### src/hw/rtl/i2da_pkg.sv
// Package for integer_to_decimal_ascii: payload structs, character codes,
// divide-by-ten reciprocal and the back-end state type. No dependencies.
package i2da_pkg;

    localparam int QUEUE_DEPTH = 2;
    localparam int MAX_DIGITS  = 10;
    localparam int DIG_IDX_W   = $clog2(MAX_DIGITS + 1);

    localparam logic [5:0] CHAR_MINUS = 6'd45;
    localparam logic [5:0] CHAR_ZERO  = 6'd48;

    // floor(x / 10) == (x * RECIP) >> RECIP_SHIFT for every 32-bit x
    localparam logic [32:0] RECIP       = 33'h0CCCCCCCD;
    localparam int          RECIP_SHIFT = 35;

    typedef struct packed {
        logic        func;
        logic [31:0] value;
    } t_in_item;

    typedef struct packed {
        logic [5:0] char_code;
        logic       last;
        logic [3:0] total_length;
    } t_out_item;

    // classified job passed from front to back
    typedef struct packed {
        logic        neg;
        logic [31:0] mag;
    } t_job;

    typedef enum logic [1:0] {
        ST_IDLE,
        ST_CONV,
        ST_EMIT
    } t_back_state;

endpackage

### src/hw/rtl/i2da_front.sv
// Front end: classifies an input item into sign flag and magnitude.
// Depends on i2da_pkg.
module i2da_front (
    input  i2da_pkg::t_in_item i_item,
    output i2da_pkg::t_job     o_job
);

    logic negative;

    // magnitude taken as unsigned 32 bits, so the most negative value is exact
    assign negative    = i_item.func && i_item.value[31];
    assign o_job.neg   = negative;
    assign o_job.mag   = negative ? (32'd0 - i_item.value) : i_item.value;

endmodule

### config.mk
export PLATFORM = sky130hd
export DESIGN_NAME = i2da_front
export DESIGN_NICKNAME = d
export VERILOG_FILES = /design/src/hw/rtl/i2da_pkg.sv /design/src/hw/rtl/i2da_front.sv
export SDC_FILE = /design/constraint.sdc
export NUM_CORES = 1
export LEC_CHECK = 0
export BUFFER_PORTS_ARGS = -buffer_cell sky130_fd_sc_hd__clkbuf_2
export CAP_MARGIN = 20
export CORE_MARGIN = 2
export CORE_UTILIZATION = 35
export DETAILED_ROUTE_END_ITERATION = 8
export PLACE_DENSITY = 0.82
export SLEW_MARGIN = 20
export SYNTH_ARGS = -nofsm -noshare
export SYNTH_HDL_FRONTEND = slang
export SYNTH_SLANG_ARGS = --single-unit
### constraint.sdc
create_clock -name vclk -period 1.78
set_input_delay 0.089 -clock vclk [all_inputs]
set_output_delay 0.089 -clock vclk [all_outputs]
set_load 0.03 [all_outputs]
==> flow_summary.toml, run 1 <==
[outcome]
outcome = "did not finish"
stop_stage = "4_1_cts"
error = "[ERROR DPL-0033] detailed placement checks failed during check placement."

[synth]
yosysSeqAreaShare = 0
postSynthCellCount = 97
synth_nets = 131
synth.distinct_cells = 30
synthMostInstantiatedCell = "xnor2_1"
synth_top_area_frac = 0.3158
yosys-top-cells-area = "xnor2_1 (32%), o31ai_1 (12%), o21ai_0 (6.8%), xor2_1 (6.6%), or3_1 (3.8%)"
synth_warnings = 0
synth_commonest_cells = "xnor2_1 (24), o31ai_1 (11), o21ai_0 (9)"
avgSynthCellArea_um2 = 6.862
synth_top_area_cell = "xnor2_1"
syn_area_um2 = 665.6

[placement]
port_buffers = 66
place_area_mm2 = 0.001388
hpwl_mm = 2.237
gp_congestion = 0.8067

[floorplanning]
core.rowCount = 15
boundaryPins = 66
die_h_um = 47.61
die_w_um = 47.61
start_util = 0.3773

[clock_network]
postCtsSetupBuffers = 3
ctsHoldBuffers = 0
post_cts_resized = 66
logic make-up after synthesis:
logic type | share of synthesized area
simple gates | 0.2820
xor+xnor | 0.3816
compound gates | 0.2481
buf+inv | 0.06953
fa+ha+maj | 0.01879
through the flow:
step                cells  setup TNS [ns]  setup WS (ns)
detailed placement    220          -6.282        -0.5372
global placement      220          -5.646        -0.4776
floorplan              97          -1.709        -0.2982
==> inputs of run 2 (changes only) <==
Settings changed: CORE_AREA from default to 2 2 63 65, CORE_MARGIN 2 to default, CORE_UTILIZATION 35 to default, DIE_AREA from default to 0 0 65 67, PLACE_DENSITY 0.82 to default, PLACE_DENSITY_LB_ADDON from default to 0.15.
Clock period 1.78 ns to 2.3 ns, I/O delays scaled along.
==> run 2 against run 1 <==
  * The run now ends clean
  * Area after synthesis unchanged
  * Synthesized cell count unchanged
==> flow_summary.toml, run 2 <==
[pwr]
power.density_mw_per_mm2 = 271.4
irDropWorstVdd_mv = 0.1011
p_leak_nw = 0.5437

[synth]
yosysSeqAreaShare = 0
synthMostInstantiatedCell = "xnor2_1"
postSynthCellCount = 97
synth_warnings = 0
synth_commonest_cells = "xnor2_1 (24), o31ai_1 (11), o21ai_0 (9)"
synth.distinct_cells = 30
yosys-top-cells-area = "xnor2_1 (32%), o31ai_1 (12%), o21ai_0 (6.8%), xor2_1 (6.6%), or3_1 (3.8%)"
synth_top_area_frac = 0.3158
avgSynthCellArea_um2 = 6.862
syn_area_um2 = 665.6
synth_top_area_cell = "xnor2_1"
synth_nets = 131

[route]
vias = 975
via_per_inst = 4.452
wl_mm = 2.494
drc_errors = 0
wl_per_cell_um = 11.39
firstDrtPassIters = 4
drt_iter0_drc = 23
drtAntennaViolNets = 0

[global_routing]
grt_overflow_total = 0
grt_max_degree = 21
grtUsageMet1 = 0.1290
grt_usage = 0.1069
grt_pass1_vias = 961
use_met3 = 0.008446
grt_pass1_wl_mm = 3.891
antenna_found_initial = 0
grt_util_met2 = 0.2075
top_usage_layer = "met2"

[floorplanning]
die_w_um = 65
die_h_um = 67
core.rowCount = 22
boundaryPins = 66
die_area_mm2 = 0.004355
start_util = 0.1846
core_area_mm2 = 0.003606

[placement]
gp_congestion = 0.6668
port_buffers = 66
placed_cells = 219
hpwl_mm = 2.106

[final_layout]
final_common_cell = "clkbuf_2"
drive_above_1_share = 0.5380
n_antenna_cell = 0
fill_cells = 427
mostFrequentLayoutCells = "clkbuf_2 (59), xnor2_1 (24), buf_4 (17)"
nFlopsAndLatches = 0
final_core_utilization = 0.3362
finalNonFillerCells = 219
area_growth_pct = 82.14
regArea_um2 = 0
finalNetCount = 207
nClkBuffers = 0

[worst_hold_path]
min-delay-start = "i_item[26]"
hold_path.class = "input port to output pin"
hold_path_depth = 3
min_to = "o_job[26]"

[worst_setup_path]
cp_cell_sequence = "clkbuf_2 > or3_4 > or4_4 > or4_4 > o31ai_1 > and2_1 > buf_4"
crit_required_ns = 2.18
crit_path_max_fanout = 4
worstSetupPathType = "input port to output pin"
cp_slowest_stage_delay_ns = 0.50
end_kind = "output pin"
critPathLaunchType = "input port"
critPathArrivalTime_ns = 2.13
slowest_stage = "or4_4"
cp_common_cell = "or4_4"

[timing]
finalHoldViolCount = 0
min_period_ns = 2.244
relSlewSlack = 0.4673
max_clock_freq_mhz = 445.7
holdWs_ns = 0.5509
tightest_slew_ns = 0.7918
fin_crit_sh = 0.9755
grt_setup_unrepaired = "no"
drv_slew = 0
finalSetupViolCount = 0

[flow_run]
drv_cap = 0

[outcome]
outcome = "finished, final reports clean"
[run 2: timing repair]
action	4_1_cts	5_1_grt
hold buffers	0	0
setup buffers	0	0
pin swaps	0	2
endpoints found under the setup margin	3	10
gates resized for setup	5	23
[run 2: how the worst max path moves through the flow]
stage / end / start / slack [ns] / cells after the start
after floorplan: o_job[31] / i_item[18] / 0.09 / 6
after global placement: o_job[31] / i_item[18] / -0.02 / 7
after detailed placement: o_job[26] / i_item[1] / -0.05 / 9
after CTS: o_job[31] / i_item[18] / 0.004 / 7
after global routing: o_job[31] / i_item[18] / 0.01 / 7
final: o_job[31] / i_item[18] / 0.06 / 7
[run 2: cell families (layout without fill, tap and decap cells)]
kind of cell    Yosys count  after routing  synth area share
fa+ha+maj                 1              1           0.01879
buf+inv                  10             84           0.06953
compound gates           26             26            0.2481
xor+xnor                 29             29            0.3816
simple gates             31             31            0.2820
[run 2: stage by stage]
step                      TNS (ns)  instance area, um^2  power [mW]  setup slack (ns)
after global routing             0                 1212      0.3508           0.01180
after global placement    -0.02813                 1126      0.3152          -0.01679
after detailed placement  -0.07172                 1126      0.3168          -0.04612
final                            0                 1212      0.3291           0.05628
after CTS                        0                 1144      0.3212          0.004407
after floorplan                  0                665.6      0.2011           0.09058
[run 2: report_power, final]
| part | total (mW) | switching [mW] | leakage, nW | internal (mW) |
|---|---|---|---|---|
| Clock | 0 | 0 | 0 | 0 |
| Sequential | 0 | 0 | 0 | 0 |
| Combinational | 0.329 | 0.212 | 0.544 | 0.117 |
| Total | 0.329 | 0.212 | 0.544 | 0.117 |
[run 2: layer usage]
layer	share of wire	wire length [um]
met1	0.42	1038
met2	0.51	1281
met3	0.070	175
met4	0	0
met5	0	0
[run 2: area by class of cell]
cell class | count | area [um^2] | share of cell area
multi-input combinational | 87 | 684.4 | 0.5645
tap | 48 | 60.06 | 0.04954
timing repair buffer | 79 | 449.2 | 0.3705
inverter | 5 | 18.77 | 0.01548
[run 2: critical path, delay by kind of cell]
family,cells,cell delay (ns)
AO/OA/AOI/OAI,1,0.22
buffers and inverters,2,0.25
AND/OR/NAND/NOR,4,1.55
No activity file was read; power rests on OpenSTA's default activity.
==> inputs of run 3 (changes only) <==
Settings changed: CAP_MARGIN 20 to 10, CELL_PAD_IN_SITES_DETAIL_PLACEMENT from default to 0, CELL_PAD_IN_SITES_GLOBAL_PLACEMENT from default to 2, CORE_AREA 2 2 63 65 to default, CORE_MARGIN from default to 2, CORE_UTILIZATION from default to 17, DIE_AREA 0 0 65 67 to default.
==> run 3 against run 2 <==
  * Non-clock buffer count is 2 higher
  * Count of clock-buffer cells in the layout unchanged
  * Fmax increased by 0.17%
  * Largest power group unchanged
  * Via count down 1.0%
  * Largest cell class unchanged
  * Die area up 1.8%
  * Critical endpoint is now o_job[26]
  * Routed wire length shrank 3.0%
==> flow_summary.toml, run 3 (synthesized netlist as in run 2, its figures left out) <==
[outcome]
outcome = "finished, final reports clean"

[flow_run]
drv_cap = 0

[floorplanning]
boundaryPins = 66
core_area_mm2 = 0.003716
die_h_um = 66.58
die_area_mm2 = 0.004432
core.rowCount = 22
die_w_um = 66.58
start_util = 0.1791

[worst_setup_path]
cp_cell_sequence = "clkbuf_2 > inv_1 > ha_1 > or4b_2 > nand4bb_1 > or2_1 > o31ai_1 > xnor2_1 > buf_4"
worstSetupPathType = "input port to output pin"
crit_path_max_fanout = 2
cp_top_family = "simple AND/OR/NAND/NOR gates"
critPathLaunchType = "input port"
cp_slowest_stage_delay_ns = 0.61
critical_path_depth = 9
slowest_stage = "or4b_2"
critPathArrivalTime_ns = 2.12
critPathLaunch = "i_item[1]"
end_kind = "output pin"
path_buf_inv = 3
crit_path_end = "o_job[26]"
crit_required_ns = 2.18

[global_routing]
antenna_found_initial = 0
grt_pass1_vias = 911
use_met3 = 0.005068
grtUsageMet1 = 0.1391
grt_usage = 0.1078
grt_overflow_total = 0
grt_max_degree = 20
top_usage_layer = "met2"
grt_pass1_wl_mm = 3.953
grt_util_met2 = 0.2075

[final_layout]
nClkBuffers = 0
n_antenna_cell = 0
finalNetCount = 209
final_core_utilization = 0.3215
mostFrequentLayoutCells = "clkbuf_2 (61), xnor2_1 (24), buf_4 (18)"
regArea_um2 = 0
area_growth_pct = 79.51
final_common_cell = "clkbuf_2"
finalNonFillerCells = 221
nFlopsAndLatches = 0
drive_above_1_share = 0.5434
fill_cells = 432

[placement]
hpwl_mm = 2.050
port_buffers = 66
gp_congestion = 0.6966
placed_cells = 221
pre_cts_ws_ns = -0.004046

[timing]
finalHoldViolCount = 0
fin_ws_ns = 0.06012
tightest_slew_ns = 0.5208
grt_setup_unrepaired = "no"
finalSetupViolCount = 0
min_period_ns = 2.240
max_clock_freq_mhz = 446.5
holdWs_ns = 0.5483
relSlewSlack = 0.6496
drv_slew = 0
fin_crit_sh = 0.9739

[route]
drtAntennaViolNets = 0
vias = 965
drc_errors = 0
drt_iter0_drc = 28
via_per_inst = 4.367
wl_per_cell_um = 10.95
wl_mm = 2.420
firstDrtPassIters = 3

[pwr]
p_leak_nw = 0.5310
power.density_mw_per_mm2 = 272.3
p_total_mw = 0.3253
irDropWorstVdd_mv = 0.1097

[worst_hold_path]
hold_path.class = "input port to output pin"

[clock_network]
ctsHoldBuffers = 0
run 3: timing repair:
item / in CTS / in global routing
pin swaps: 0 / 0
hold endpoints to repair: 0 / 0
endpoints found under the setup margin: 1 / 10
gates resized for setup: 1 / 16
buffers inserted: 0 / 0
run 3: worst min-delay path, stage by stage:
cell and delay (ns):
clkbuf_2 0.09, xnor2_1 0.06, buf_4 0.16
run 3: worst min-delay path by stage:
stage / cells after the start / start / end
detailed placement: 3 / i_item[26] / o_job[26]
finish: 3 / i_item[26] / o_job[26]
global placement: 3 / i_item[26] / o_job[26]
floorplan: 1 / i_item[0] / o_job[0]
CTS: 3 / i_item[26] / o_job[26]
global route: 3 / i_item[26] / o_job[26]
run 3: final cells by class:
| class | count | area (um^2) | area share |
|---|---|---|---|
| Multi-Input combinational cell | 87 | 665.6 | 0.5571 |
| Inverter | 5 | 18.77 | 0.01571 |
| Timing Repair Buffer | 81 | 450.4 | 0.3770 |
| Tap cell | 48 | 60.06 | 0.05026 |
run 3: per-layer routing:
metal  up-vias  wire [um]
met5         -          0
met4         0          0
met3         0        143
met2        34       1238
met1       431       1039
li1        500          -
run 3: metrics by stage:
step	setup TNS [ns]	cell area, um^2
after floorplan	0	665.6
after global placement	0	1141
after detailed placement	-0.004046	1141
after CTS	0	1144
after global routing	0	1195
final	0	1195
run 3: power breakdown:
part	switching, mW	internal, mW
registers	0	0
logic	0.210	0.116
clock network	0	0
total	0.210	0.116
==> inputs of run 4 (changes only) <==
Settings changed: ABC_AREA from default to 1, BUFFER_PORTS_ARGS -buffer_cell sky130_fd_sc_hd__clkbuf_2 to default, CORE_UTILIZATION 17 to 28, DONT_BUFFER_PORTS from default to 1.
==> run 4 against run 3 <==
  * Global-route usage is 5.3 points higher
  * Final area is 2.7% lower
  * Core utilization is 0.16 points lower
  * Combinational power is 4% lower
  * Largest cell class unchanged
==> flow_summary.toml, run 4 <==
[worst_setup_path]
crit_required_ns = 2.18
critPathLaunchType = "input port"
end_kind = "output pin"
crit_path_max_fanout = 25
critical_path_depth = 8
cp_top_family = "simple AND/OR/NAND/NOR gates"
cp_cell_sequence = "nand2_1 > inv_2 > nand2_1 > o21ai_1 > nor2_4 > nand2_1 > nand2_1 > nand2_1"
cp_slowest_stage_delay_ns = 0.41
cp_common_cell = "nand2_1"
worstSetupPathType = "input port to output pin"
critPathArrivalTime_ns = 1.32
path_buf_inv = 1
slowest_stage = "inv_2"

[floorplanning]
die_h_um = 65.31
start_util = 0.2896
die_area_mm2 = 0.004265
core.rowCount = 22
die_w_um = 65.31
core_area_mm2 = 0.003633
boundaryPins = 66

[final_layout]
drive_above_1_share = 0.1191
nClkBuffers = 0
mostFrequentLayoutCells = "nand2_1 (94), nor2_1 (44), inv_1 (23)"
nFlopsAndLatches = 0
n_antenna_cell = 0
area_growth_pct = 10.46
regArea_um2 = 0
finalNetCount = 271
final_common_cell = "nand2_1"
fill_cells = 476
finalNonFillerCells = 283

[synth]
postSynthCellCount = 229
synth.distinct_cells = 17
synth_commonest_cells = "nand2_1 (94), nor2_1 (44), inv_1 (23)"
synth_top_area_cell = "nand2_1"
synthMostInstantiatedCell = "nand2_1"
yosys-top-cells-area = "nand2_1 (34%), nor2_1 (16%), inv_1 (8.2%), nand3_1 (7.6%), xnor2_1 (5.8%)"
syn_area_mm2 = 0.001052
avgSynthCellArea_um2 = 4.595
yosysSeqAreaShare = 0
synth_nets = 263
synth_warnings = 0
synth_top_area_frac = 0.3353

[timing]
finalSetupViolCount = 0
max_clock_freq_mhz = 698.3
tightest_slew_ns = 0.6777
holdWs_ns = 0.2302
min_period_ns = 1.432
relSlewSlack = 0.5449
fin_ws_ns = 0.8679
drv_slew = 0
fin_crit_sh = 0.6227
fin_tns_setup_ns = 0
grt_setup_unrepaired = "no"
finalHoldViolCount = 0

[placement]
hpwl_mm = 2.974
pre_cts_ws_ns = 0.8476
port_buffers = 0
gp_congestion = 0.8428
placed_cells = 283

[route]
firstDrtPassIters = 4
via_per_inst = 4.742
drt_iter0_drc = 40
wl_per_cell_um = 12.17
wl_mm = 3.444
vias = 1342
drtAntennaViolNets = 0
drc_errors = 0

[pwr]
p_leak_nw = 0.5908
irDropWorstVdd_mv = 0.09371
power.density_mw_per_mm2 = 268.7

[global_routing]
grt_max_degree = 26
grt_pass1_wl_mm = 5.637
grt_usage = 0.1608
antenna_found_initial = 0
grt_pass1_vias = 1351
grt_overflow_total = 0

[outcome]
outcome = "finished, final reports clean"

[worst_hold_path]
hold_path_depth = 0
hold_path.class = "input port to output pin"
min_to = "o_job[0]"
min-delay-start = "i_item[0]"

[clock_network]
post_cts_resized = 0
postCtsSetupBuffers = 0
ctsHoldBuffers = 0

[flow_run]
drv_cap = 0
[run 4: report_power, final]
group / internal (mW) / switching [mW] / leakage [nW]
sequential: 0 / 0 / 0
clock: 0 / 0 / 0
combinational: 0.0838 / 0.229 / 0.591
total: 0.0838 / 0.229 / 0.591
[run 4: kinds of logic after synthesis]
| family | after synthesis | share of synthesized area |
|---|---|---|
| XOR/XNOR | 14 | 0.1165 |
| AND/OR/NAND/NOR | 171 | 0.6885 |
| buffers and inverters | 29 | 0.1165 |
| adder cells (fa/ha/maj) | 1 | 0.01189 |
| AO/OA/AOI/OAI | 14 | 0.06658 |
[run 4: worst max path at each step]
stage | startpoint | end
2_1_floorplan | i_item[0] | o_job[16]
3_3_place_gp | i_item[32] | o_job[21]
3_5_place_dp | i_item[32] | o_job[21]
4_1_cts | i_item[32] | o_job[21]
5_1_grt | i_item[32] | o_job[21]
6_report | i_item[32] | o_job[21]
[run 4: stage by stage]
stage	total power, mW	area, um^2	util
floorplan	0.2626	1052	-
global placement	0.3144	1162	0.3199
detailed placement	0.3154	1162	0.3199
CTS	0.3164	1162	0.3199
global route	0.3407	1162	0.3199
finish	0.3123	1162	0.3199
[run 4: routing by layer]
| metal | part of all wire | wire [um] | track usage |
|---|---|---|---|
| met3 | 0.052 | 178 | 0.01541 |
| met4 | 0 | 0 | 0.007813 |
| met1 | 0.41 | 1417 | 0.1777 |
| met2 | 0.54 | 1848 | 0.3380 |
| met5 | 0 | 0 | 0 |
[run 4: area by class of cell]
class,instances,area (um^2),area share
Multi-Input combinational cell,200,929.6,0.7998
Tap cell,48,60.06,0.05167
Timing Repair Buffer,11,82.58,0.07104
Inverter,24,90.09,0.07750
