`src/hw/rtl/i2da_pkg.sv`:
```
// Package for integer_to_decimal_ascii: payload structs, character codes,
// divide-by-ten reciprocal and the back-end state type. No dependencies.
package i2da_pkg;

    localparam int QUEUE_DEPTH = 2;
    localparam int MAX_DIGITS  = 10;
    localparam int DIG_IDX_W   = $clog2(MAX_DIGITS + 1);

    localparam logic [5:0] CHAR_MINUS = 6'd45;
    localparam logic [5:0] CHAR_ZERO  = 6'd48;

    // floor(x / 10) == (x * RECIP) >> RECIP_SHIFT for every 32-bit x
    localparam logic [32:0] RECIP       = 33'h0CCCCCCCD;
    localparam int          RECIP_SHIFT = 35;

    typedef struct packed {
        logic        func;
        logic [31:0] value;
    } t_in_item;

    typedef struct packed {
        logic [5:0] char_code;
        logic       last;
        logic [3:0] total_length;
    } t_out_item;

    // classified job passed from front to back
    typedef struct packed {
        logic        neg;
        logic [31:0] mag;
    } t_job;

    typedef enum logic [1:0] {
        ST_IDLE,
        ST_CONV,
        ST_EMIT
    } t_back_state;

endpackage

```
`src/hw/rtl/i2da_queue.sv`:
```
// Short job queue between the front and back ends.
// Depends on i2da_pkg.
module i2da_queue #(
    parameter int DEPTH = i2da_pkg::QUEUE_DEPTH
) (
    input  logic           i_clk,
    input  logic           i_rst_n,
    input  logic           i_wr,
    input  i2da_pkg::t_job i_wr_data,
    output logic           o_full,
    input  logic           i_rd,
    output logic           o_rd_valid,
    output i2da_pkg::t_job o_rd_data
);

    localparam int PW = (DEPTH > 1) ? $clog2(DEPTH) : 1;
    localparam int CW = $clog2(DEPTH + 1);
    localparam logic [PW-1:0] LAST_PTR = PW'(DEPTH - 1);
    localparam logic [CW-1:0] FULL_CNT = CW'(DEPTH);

    i2da_pkg::t_job r_mem [DEPTH];
    logic [PW-1:0]  r_wptr, n_wptr;
    logic [PW-1:0]  r_rptr, n_rptr;
    logic [CW-1:0]  r_count, n_count;
    logic           do_wr, do_rd;

    assign o_full     = (r_count == FULL_CNT);
    assign o_rd_valid = (r_count != '0);
    assign o_rd_data  = r_mem[r_rptr];
    assign do_wr      = i_wr && !o_full;
    assign do_rd      = i_rd && o_rd_valid;

    always_comb begin
        n_wptr  = r_wptr;
        n_rptr  = r_rptr;
        n_count = r_count;
        if (do_wr) begin
            n_wptr = (r_wptr == LAST_PTR) ? '0 : r_wptr + PW'(1);
        end
        if (do_rd) begin
            n_rptr = (r_rptr == LAST_PTR) ? '0 : r_rptr + PW'(1);
        end
        if (do_wr && !do_rd) begin
            n_count = r_count + CW'(1);
        end else if (do_rd && !do_wr) begin
            n_count = r_count - CW'(1);
        end
    end

    always_ff @(posedge i_clk) begin
        if (!i_rst_n) begin
            r_wptr  <= '0;
            r_rptr  <= '0;
            r_count <= '0;
        end else begin
            r_wptr  <= n_wptr;
            r_rptr  <= n_rptr;
            r_count <= n_count;
        end
    end

    always_ff @(posedge i_clk) begin
        if (do_wr) begin
            r_mem[r_wptr] <= i_wr_data;
        end
    end

endmodule

```
`config.mk`:
```
export PLATFORM = sky130hd
export DESIGN_NAME = i2da_queue
export DESIGN_NICKNAME = d
export VERILOG_FILES = /design/src/hw/rtl/i2da_pkg.sv /design/src/hw/rtl/i2da_queue.sv
export SDC_FILE = /design/constraint.sdc
export NUM_CORES = 1
export LEC_CHECK = 0
export BUFFER_PORTS_ARGS = -buffer_cell sky130_fd_sc_hd__buf_2
export CAP_MARGIN = 15
export CORE_MARGIN = 2
export CORE_UTILIZATION = 25
export DETAILED_ROUTE_END_ITERATION = 16
export GPL_TIMING_DRIVEN = 0
export PLACE_DENSITY = 0.55
export RECOVER_POWER = 25
export SLEW_MARGIN = 20
export SYNTH_ARGS = -nofsm -noshare
export SYNTH_HDL_FRONTEND = slang
export SYNTH_SLANG_ARGS = --single-unit
```
`constraint.sdc`:
```
create_clock -name i_clk -period 4.65 [get_ports i_clk]
set_input_delay 0.465 -clock i_clk [delete_from_list [all_inputs] [get_ports i_clk]]
set_output_delay 0.465 -clock i_clk [all_outputs]
set_load 0.02 [all_outputs]
```
==> summary.md, run 1 <==
| Metric | Value |
|---|---|
| Outcome | `finished, final reports clean` |
| Total Power | `around 1.8 mW` |
| FP Rows | `37` |
| TritonCTS Buffers | `9` |
| Placed Area | `3197 um^2` |
| Wire per inst | `approximately 13 um` |
| RSZ-0062 raised after global routing | `no` |
| DRC viols | `0` |
| Slew of the pin with the lowest slew margin | `roughly 0.7 ns` |
| Fillers | `1035` |
| Top cell type's share of synthesized area | `75.93%` |
| Cell with the most instances after synthesis | `edfxtp_1` |
| Fin nets | `251` |
| Lkg Pwr | `1.239 nW` |
| Starting Density | `between 20 and 30%` |
| Die width | `about 110 um` |
| Number of H-tree levels | `3` |
| Final WL | `around 4.6 mm` |
| Sequential share of power | `a little under half` |
| Vias post-DR | `about 1400` |
| Setup Buffers After CTS | `0` |
| CP max stage cell | `mux2_2` |
| Synthesized netlist cell count | `128` |
| Final Max Tran Viols | `0` |
| Drt initial violations | `31` |
| Post-route cell area | `3342 um^2` |
| Synthesized area per cell | `20.39 um^2` |
| Yosys top cell by area | `edfxtp_1` |
| Detailed Place HPWL | `roughly 3.2 mm` |
| First-pass GRT wire length | `~7 mm` |
| Max Freq | `between 400 and 500 MHz` |
| Most used cell, CP | `buf_2` |
| CP arrival | `1.63 ns` |
| Sink Count | `slightly above 70` |
| Final hold slack | `about 0.31 ns` |
| Pwr per Cell Area | `532.1 nW/um^2` |
| Via density | `3.955` |
| Number of synthesized flops with an enable pin | `66` |
| Cts-stage hold buffer count | `0` |
| Count of state elements after synthesis | `71` |
| Peak supply drop | `approximately 0.00014 V` |
| Clock Path Buffers | `2` |
| Synth-to-layout area growth | `28.04%` |
| Crit path launch type | `flop` |
| Psw | `0.5495 mW` |
| Syn nets | `166` |
| Die Ht | `106.2 um` |
| Largest net degree at the start of global routing | `19` |
| CTS tree | `done` |
| Die Area | `approximately 11000 um^2` |
| RePlAce Congestion | `0.6921` |
| Post-route ant nets | `0` |
| Most frequent cells after synthesis | `66 x edfxtp_1, 33 x mux2_2, 5 x dfxtp_1, 4 x buf_2, 3 x and2_1` |
| CP max stage delay | `around 0.37 ns` |
| Asr flop ratio synth | `0%` |
| Synth warnings | `0` |
| Top FF cell, synth | `edfxtp_1` |
| Tot GR Track Use | `approximately 8.8%` |
| Post_cts resized | `0` |
| Ant. Diodes | `0` |
| Max-cap violations | `0` |
| Combinational Power Share | `a little under a third` |
| Relative max-transition margin | `between 50% and 60%` |
| Critical Path Fanout Max | `10` |
| Worst skew pair latency | `0.34 ns` |
| Critical Path RT | `4.18 ns` |
| Final period utilization | `between 40% and 50%` |
| Layout cells sized above 1 | `about 57%` |
| Root Buffer | `clkbuf_8` |
| Antenna violations before repair | `0` |
| Synth area leaders | `edfxtp_1 76%, mux2_2 14%, dfxtp_1 3.8%` |
| Internal power | `between 1 and 1.5 mW` |
| Sw frac | `just over 30%` |
| CTS clock-pin slew for the worst setup and hold paths | `around 0.070 ns` |
| Final Hold Vio Count | `0` |
| Total grt overflow | `0` |
| Mapped cell area | `roughly 2600 um^2` |
| Yosys cell types | `21` |
| Setup-failing EPs final | `0` |
| Vias in the first global route | `1447` |
| First drt pass iteration count | `4` |
| Clock power frac | `a little over a fifth` |
| CP Capture Type | `output pin` |
| Sequential share of the synthesized area | `79.77%` |
| Critical path, cell by cell | `buf_2 > buf_2 > mux2_2 > buf_2` |
| Core area | `10230 um^2` |
| Port bufs | `71` |
| Crit path kind | `flop to output pin` |
| Worst clock skew | `roughly 0.0064 ns` |
| Setup TNS | `0 ns` |
| Fin crit period | `2.092 ns` |
| # IOs | `72` |
| Hold Crit Class | `primary input to flop` |
[cell usage in the layout, fill, tap and decap left out]
cell type   n
a21boi_0    1
xor2_1      1
edfxtp_1   66
buf_6       1
xnor2_1     2
buf_2      73
buf_16      1
clkinv_1    1
o21ai_0     1
clkinv_2    1
buf_8       1
inv_1       1
dfxtp_1     5
ha_1        1
clkbuf_8    9
clkbuf_1    5
mux2_2     33
nor3_4      1
nor2_1      1
o21ai_1     1
and3_2      1
nand2b_1    1
or2_2       1
a21boi_1    1
buf_1       1
and2_1      3
inv_2       1
o21a_1      1
or3_1       1
[power by group through the flow]
stage / registers, mW / clock network [mW] / logic, mW
final: 0.829 / 0.390 / 0.559
after global routing: 0.838 / 0.441 / 0.609
after CTS: 0.830 / 0.414 / 0.575
after detailed placement: 0.844 / 0 / 0.573
after global placement: 0.845 / 0 / 0.546
after floorplan: 0.839 / 0 / 0.382
[worst max-delay path, delay by kind of cell (launching register included)]
family | cells | cell delay [ns]
mux | 1 | 0.37
buf+inv | 3 | 0.61
flops | 1 | 0.30
[per-stage QoR]
stage | cells | utilization, % | setup slack [ns]
after floorplan | 128 | - | 2.282
after global placement | 335 | 30.65 | 1.278
final | 353 | 32.66 | 2.558
after detailed placement | 338 | 31.25 | 2.819
after CTS | 353 | 32.69 | 2.479
after global routing | 353 | 32.66 | 2.429
[per-layer routing]
metal	GRT usage, %	part of all wire (%)
met1	9.569	42
met2	13.55	48
met3	3.679	7.9
met4	6.485	1.9
met5	0	0
[logic make-up (layout without fill, tap and decap cells)]
| logic type | after synthesis | in the layout | synth area share, % |
|---|---|---|---|
| AOI/OAI and AO/OA | 5 | 5 | 1.246 |
| adders and majority gates | 1 | 1 | 0.4793 |
| and+or+nand+nor | 9 | 9 | 2.206 |
| buffers and inverters | 6 | 95 | 1.054 |
| xor gates and xnor gates | 3 | 3 | 1.007 |
| muxes | 33 | 33 | 14.24 |
| DFF | 71 | 71 | 79.77 |
[area by class of cell]
cell class              instances  area, um^2  share of cell area, %
flip-flops and latches         71        2082                  62.30
multi-input cells              51       508.0                  15.20
repair buffers                 74       406.6                  12.17
well taps                     136       170.2                  5.092
clock buffers                  13       138.9                  4.156
plain buffers                   4       20.02                 0.5990
clock inverters                 2       8.758                 0.2621
inverters                       2       7.507                 0.2246
[path summary, 6_finish.rpt]
check / start / to / slack, ns / cells past startpoint
worst min-delay path: i_wr_data[23] / r_mem[1][23]$_DFFE_PP_ / 0.31 / 1
worst min register to register: r_count[1]$_SDFFE_PN0P_ / r_count[1]$_SDFFE_PN0P_ / 0.52 / 2
worst max-delay path: flop / o_rd_data[11] / 2.56 / 4
worst max register to register: r_count[0]$_SDFFE_PN0P_ / r_mem[0][7]$_DFFE_PP_ / 2.89 / 4
[flip-flops by register name (all words and copies together) (netlist names), named ones only]
name,count
r_mem,66
r_count,2
r_rptr,1
r_wptr,1
No activity file was read; power rests on OpenSTA's default activity.
==> run 2: changes to the inputs <==
ABC_AREA = 1   (was default)
clock period = 2 ns   (was 4.65 ns; I/O delays follow)
==> summary.md, run 2 <==
| Metric | Value |
|---|---|
| Synthesized area per cell | `19.88 um^2` |
| Top FF cell, synth | `edfxtp_1` |
| RSZ-0062 raised after global routing | `no` |
| Hold_sp | `i_wr_data[4]` |
| Fin nets | `around 260` |
| Final Hold Vio Count | `0` |
| Most frequent cells in the layout | `68 x buf_2, 66 x edfxtp_1, 30 x mux2_4, 9 x clkbuf_8, 8 x inv_1` |
| Setup-failing EPs final | `0` |
| Syn nets | `~180` |
| Internal power | `about 3.2 mW` |
| Crit path kind | `flop to output pin` |
| First-pass GRT wire length | `6.651 mm` |
| Max Freq | `607.1 MHz` |
| Mapped cell area | `between 2000 and 3000 um^2` |
| CP Capture Type | `output pin` |
| Simple-gate share of the synthesized area | `under 10%` |
| Drt initial violations | `30` |
| Slew of the pin with the lowest slew margin | `approximately 0.61 ns` |
| Cell Count, Final, Fillers Out | `around 370` |
| # IOs | `a little over 70` |
| Regs by FF count | `r_mem x66, r_count x2` |
| Detailed Place HPWL | `approximately 3.3 mm` |
| Final hold slack | `just over 0.04 ns` |
| Worst skew pair latency | `0.34 ns` |
| Sink Count | `71` |
| Starting Density | `~26%` |
| Pre-CTS setup slack | `0.3680 ns` |
| Clock power frac | `about a quarter` |
| Synth-to-layout area growth | `28.78%` |
| Most common cell after layout, fill and taps aside | `buf_2` |
| Total grt overflow | `0` |
| Sequential share of power | `43.1%` |
| Cell with the most instances after synthesis | `edfxtp_1` |
| R2r startpoint | `r_count[0]$_SDFFE_PN0P_` |
| Synthesized netlist cell count | `140` |
| Fillers | `1094` |
| Crit path launch type | `flop` |
| Die width | `between 100 and 150 um` |
| Sequential share of the synthesized area | `between 70% and 80%` |
| Setup ws final | `approximately 0.35 ns` |
| Adder-cell share of the synthesized area | `less than 1%` |
| Post-route ant nets | `0` |
| First drt pass iteration count | `2` |
| Max FFs per register | `66` |
| Critical Path RT | `roughly 1.8 ns` |
| Sw frac | `between 20% and 30%` |
| Pwr per Cell Area | `1259 nW/um^2` |
| Final Util | `between 30% and 40%` |
| Critical Path Fanout Max | `10` |
| Placed Area | `3383 um^2` |
| Wire per inst | `12.53 um` |
| Fin crit period | `1.647 ns` |
| Die Ht | `~110 um` |
| CTS clock-pin slew for the worst setup and hold paths | `about 0.07 ns` |
| Final WL | `between 4 and 5 mm` |
| Post-Synth XOR/XNOR Area | `0%` |
| Port bufs | `slightly above 70` |
| Final period utilization | `between 80% and 90%` |
| Antenna violations before repair | `0` |
| Die Area | `about 12000 um^2` |
| Final Max Tran Viols | `0` |
| Number of H-tree levels | `3` |
| Post-synthesis mux area share | `17.40%` |
| Yosys top cell by area | `edfxtp_1` |
| Peak supply drop | `0.0003498 V` |
| Layout cells sized above 1 | `around 53%` |
| Yosys cell types | `16` |
| Largest family of logic cells by synthesized area | `multiplexers` |
| Compound-cell area share of the yosys netlist | `between 1 and 1.5%` |
| Lkg Pwr | `1.404 nW` |
| Via density | `~3.9` |
| Root Buffer | `clkbuf_8` |
| Synth warnings | `0` |
| CTS tree | `done` |
| Hold Crit Class | `primary input to flop` |
| Number of synthesized flops with an enable pin | `66` |
| Placed insts | `between 300 and 400` |
| Synth area leaders | `edfxtp_1 71%, mux2_4 16%, dfxtp_1 3.6%` |
| Biggest register | `r_mem` |
| Count of state elements after synthesis | `71` |
| Setup Buffers After CTS | `0` |
| FP Rows | `38` |
| Tot GR Track Use | `7.951%` |
| CP arrival | `~1.5 ns` |
| Hold Path Stages | `1` |
| Clock Path Buffers | `2` |
| Worst clock skew | `0.006066 ns` |
| Psw | `roughly 1.3 mW` |
| Vias post-DR | `between 1000 and 1500` |
| Asr flop ratio synth | `0%` |
| Post-route cell area | `roughly 3600 um^2` |
| Max-cap violations | `0` |
| Vias in the first global route | `1380` |
| Outcome | `finished, final reports clean` |
| Top cell type's share of synthesized area | `a little under three quarters` |
| RePlAce Congestion | `about 0.66` |
| DRC viols | `0` |
| Relative max-transition margin | `roughly three fifths` |
| Worst R2R Path Depth | `3` |
| Ant. Diodes | `0` |
| Combinational Power Share | `between 30% and 40%` |
| Core area | `~11000 um^2` |
| Most frequent cells after synthesis | `66 x edfxtp_1, 30 x mux2_4, 9 x nor2_1, 8 x inv_1, 7 x nand2_1` |
| Largest net degree at the start of global routing | `19` |
| TritonCTS Buffers | `9` |
| Cts-stage hold buffer count | `0` |
| Post_cts resized | `0` |
==> run 2: changes by cell type in the layout (fill, tap and decap cells not counted), sizes merged, moves of 2 or more <==
| cell | delta |
|---|---|
| buf | -3 |
| nand2 | +7 |
| inv | +6 |
| and2 | -3 |
| nor2 | +8 |
| bufinv | +2 |
| a21boi | -2 |
| xnor2 | -2 |
==> run 2: power by group through the flow <==
stage          Clock [mW]  Sequential (mW)  Combinational [mW]
2_1_floorplan           0             1.97               0.998
3_3_place_gp            0             1.98                1.34
3_5_place_dp            0             1.98                1.43
4_1_cts              1.24             1.95                1.43
5_1_grt              1.31             1.96                1.50
6_report             1.18             1.94                1.39
==> run 2: final timing paths <==
kind	end	slack, ns
max	o_rd_data[30]	0.35
min	r_mem[0][4]$_DFFE_PP_	0.04
max reg2reg	r_mem[0][21]$_DFFE_PP_	0.42
min reg2reg	flop	0.51
==> run 2: final cells by class <==
| class | instances | area (um^2) | share of cell area [%] |
|---|---|---|---|
| multi-input combinational | 57 | 614.3 | 17.14 |
| clock inverter | 5 | 72.57 | 2.025 |
| timing repair buffer | 73 | 406.6 | 11.35 |
| buffer | 4 | 71.32 | 1.990 |
| inverter | 8 | 30.03 | 0.8380 |
| sequential | 71 | 2082 | 58.10 |
| clock buffer | 11 | 131.4 | 3.666 |
| tap | 140 | 175.2 | 4.888 |
==> run 2: logic make-up after synthesis <==
group                    after synthesis
multiplexers                          33
flip-flops                            71
buffers and inverters                 12
AND/OR/NAND/NOR                       18
AO/OA/AOI/OAI                          5
adder cells (fa/ha/maj)                1
==> run 2: layer usage <==
metal | up-vias | share of wire, % | track usage [%]
li1 | 693 | - | -
met1 | 689 | 41 | 8.299
met2 | 45 | 50 | 12.79
met3 | 11 | 6.1 | 3.082
met4 | 0 | 3.1 | 6.239
met5 | - | 0 | 0
==> run 2: critical path: stages (launching register included) <==
cell,delay (ns)
dfxtp_1,0.32
buf_6,0.15
buf_12,0.16
mux2_4,0.31
buf_2,0.16
==> run 2: stage by stage <==
step | total power, mW | TNS (ns)
floorplan | 2.969 | -20.38
global placement | 3.324 | -83.32
detailed placement | 3.406 | 0
CTS | 4.613 | 0
global route | 4.774 | 0
finish | 4.513 | 0
==> run 3: changes to the inputs <==
ABC_AREA = 0   (was 1)
clock period = 1.6 ns   (was 2 ns; I/O delays follow)
==> summary.md, run 3 (synthesized netlist as in run 1, its figures left out) <==
| Metric | Value |
|---|---|
| Largest net degree at the start of global routing | `34` |
| Total Power | `just under 6 mW` |
| Hold Crit Class | `primary input to flop` |
| Via density | `3.938` |
| Setup ws final | `0.008424 ns` |
| Starting Density | `25.51%` |
| Critical Path RT | `approximately 1.4 ns` |
| Relative max-transition margin | `around two thirds` |
| Placed Area | `3184 um^2` |
| Drt initial violations | `35` |
| Critical path, cell by cell | `buf_8 > buf_12 > mux2_2 > buf_2` |
| Slew of the pin with the lowest slew margin | `around 0.52 ns` |
| Grt peak-use layer | `met2` |
| Port bufs | `just over 70` |
| WP buf/inv | `3` |
| Wire per inst | `about 13 um` |
| Final WL | `4.966 mm` |
| DRC viols | `0` |
| RePlAce Congestion | `between 0.6 and 0.7` |
| Vias in the first global route | `1518` |
| Max Freq | `roughly 630 MHz` |
| Cell family with most CP delay | `buffers and inverters` |
| TritonCTS Buffers | `9` |
| Final period utilization | `99.47%` |
| Vias post-DR | `around 1500` |
| Outcome | `finished, final reports clean` |
| Internal power | `~4.2 mW` |
| Pre-CTS setup slack | `-0.1578 ns` |
| FP Rows | `37` |
| Regs by FF count | `r_mem x66, r_count x2` |
| CP max stage cell | `mux2_2` |
| Psw | `around 1.7 mW` |
| Ant. Diodes | `0` |
| Layout cells sized above 1 | `about half` |
| Multi-input gate area | `approximately 530 um^2` |
| Register area | `between 2000 and 2500 um^2` |
| Most frequent cells in the layout | `66 x edfxtp_1, 52 x buf_2, 31 x mux2_2, 30 x dlygate4sd3_1, 11 x clkbuf_1` |
| Crit path kind | `flop to output pin` |
| Root Buffer | `clkbuf_8` |
| Final hold slack | `approximately 0.043 ns` |
| Met1 Use GR | `between 10 and 15%` |
| Peak supply drop | `between 0.0008 and 0.0009 V` |
| RSZ-0062 raised after global routing | `yes` |
| Most common cell after layout, fill and taps aside | `edfxtp_1` |
| Max FFs per register | `66` |
| Post-route cell area | `roughly 3800 um^2` |
| Crit path launch type | `flop` |
| Fillers | `a little under 1000` |
| Tot GR Track Use | `roughly 9%` |
| Setup-failing EPs final | `0` |
| Detailed Place HPWL | `~3.2 mm` |
| Die Area | `approximately 11000 um^2` |
| Final Max Tran Viols | `0` |
| Lkg Pwr | `1.432 nW` |
| CP max stage delay | `between 0.3 and 0.4 ns` |
| Cell Count, Final, Fillers Out | `389` |
| Die width | `around 110 um` |
| Clock Path Buffers | `2` |
| Sw frac | `29.37%` |
| Total grt overflow | `0` |
| M3 GR Usage | `2.330%` |
| CTS tree | `done` |
| First drt pass iteration count | `3` |
| Critical Path Fanout Max | `10` |
| Final Hold Vio Count | `0` |
| Fin nets | `287` |
| Synth-to-layout area growth | `47.41%` |
| Placed insts | `between 300 and 400` |
| CTS clock-pin slew for the worst setup and hold paths | `~0.070 ns` |
| Met2 Usage GRT | `between 10% and 20%` |
| First-pass GRT wire length | `roughly 7.5 mm` |
| CP arrival | `between 1 and 1.5 ns` |
| CP Capture Type | `output pin` |
| Antenna violations before repair | `0` |
| # IOs | `approximately 70` |
| Sequential share of power | `roughly 41%` |
| Number of H-tree levels | `3` |
| Final Util | `37.61%` |
| Worst clock skew | `0.008816 ns` |
| Fin crit period | `between 1.5 and 2 ns` |
| Setup TNS | `0 ns` |
| Post-route ant nets | `0` |
| Worst skew pair latency | `approximately 0.34 ns` |
| Sink Count | `between 70 and 80` |
| Die Ht | `between 100 and 150 um` |
| Pwr per Cell Area | `~1500 nW/um^2` |
| Biggest register | `r_mem` |
| Core area | `slightly above 10000 um^2` |
| Combinational Power Share | `33.6%` |
| Max-cap violations | `0` |
| Clock power frac | `roughly a quarter` |
[run 3: power groups by stage]
stage          Clock, mW  Combinational (mW)  Sequential (mW)
2_1_floorplan          0                1.14             2.45
3_3_place_gp           0                1.62             2.46
3_5_place_dp           0                1.68             2.47
4_1_cts             1.60                1.90             2.43
5_1_grt             1.66                2.13             2.45
6_report            1.52                1.99             2.43
[run 3: metal layers]
layer | share of wire, % | up-vias | wire length [um]
met1 | 44 | 744 | 2183
met3 | 4.9 | 10 | 243
li1 | - | 735 | -
met4 | 2.1 | 0 | 102
met5 | 0 | - | 0
met2 | 49 | 43 | 2436
[run 3: layout make-up]
class | instances | area share, %
flip-flops and latches | 71 | 54.18
repair buffers | 110 | 20.03
multi-input cells | 51 | 13.69
well taps | 136 | 4.423
clock buffers | 9 | 3.220
clock inverters | 6 | 2.244
plain buffers | 4 | 1.951
inverters | 2 | 0.2602
[run 3: what timing repair did]
item,in CTS,in global routing
gates resized for setup,17,18
endpoints found under the setup margin,65,62
hold buffers,30,0
pin swaps,1,1
endpoints found under the hold margin,59,0
setup buffers,3,4
[run 3: path summary, 6_finish.rpt]
path	from	end	slack (ns)	cells past startpoint
min reg2reg	r_count[1]$_SDFFE_PN0P_	r_count[1]$_SDFFE_PN0P_	0.56	2
min	i_wr_data[5]	r_mem[1][5]$_DFFE_PP_	0.04	1
max reg2reg	r_count[1]$_SDFFE_PN0P_	r_count[1]$_SDFFE_PN0P_	0.10	6
max	flop	o_rd_data[28]	0.008	4
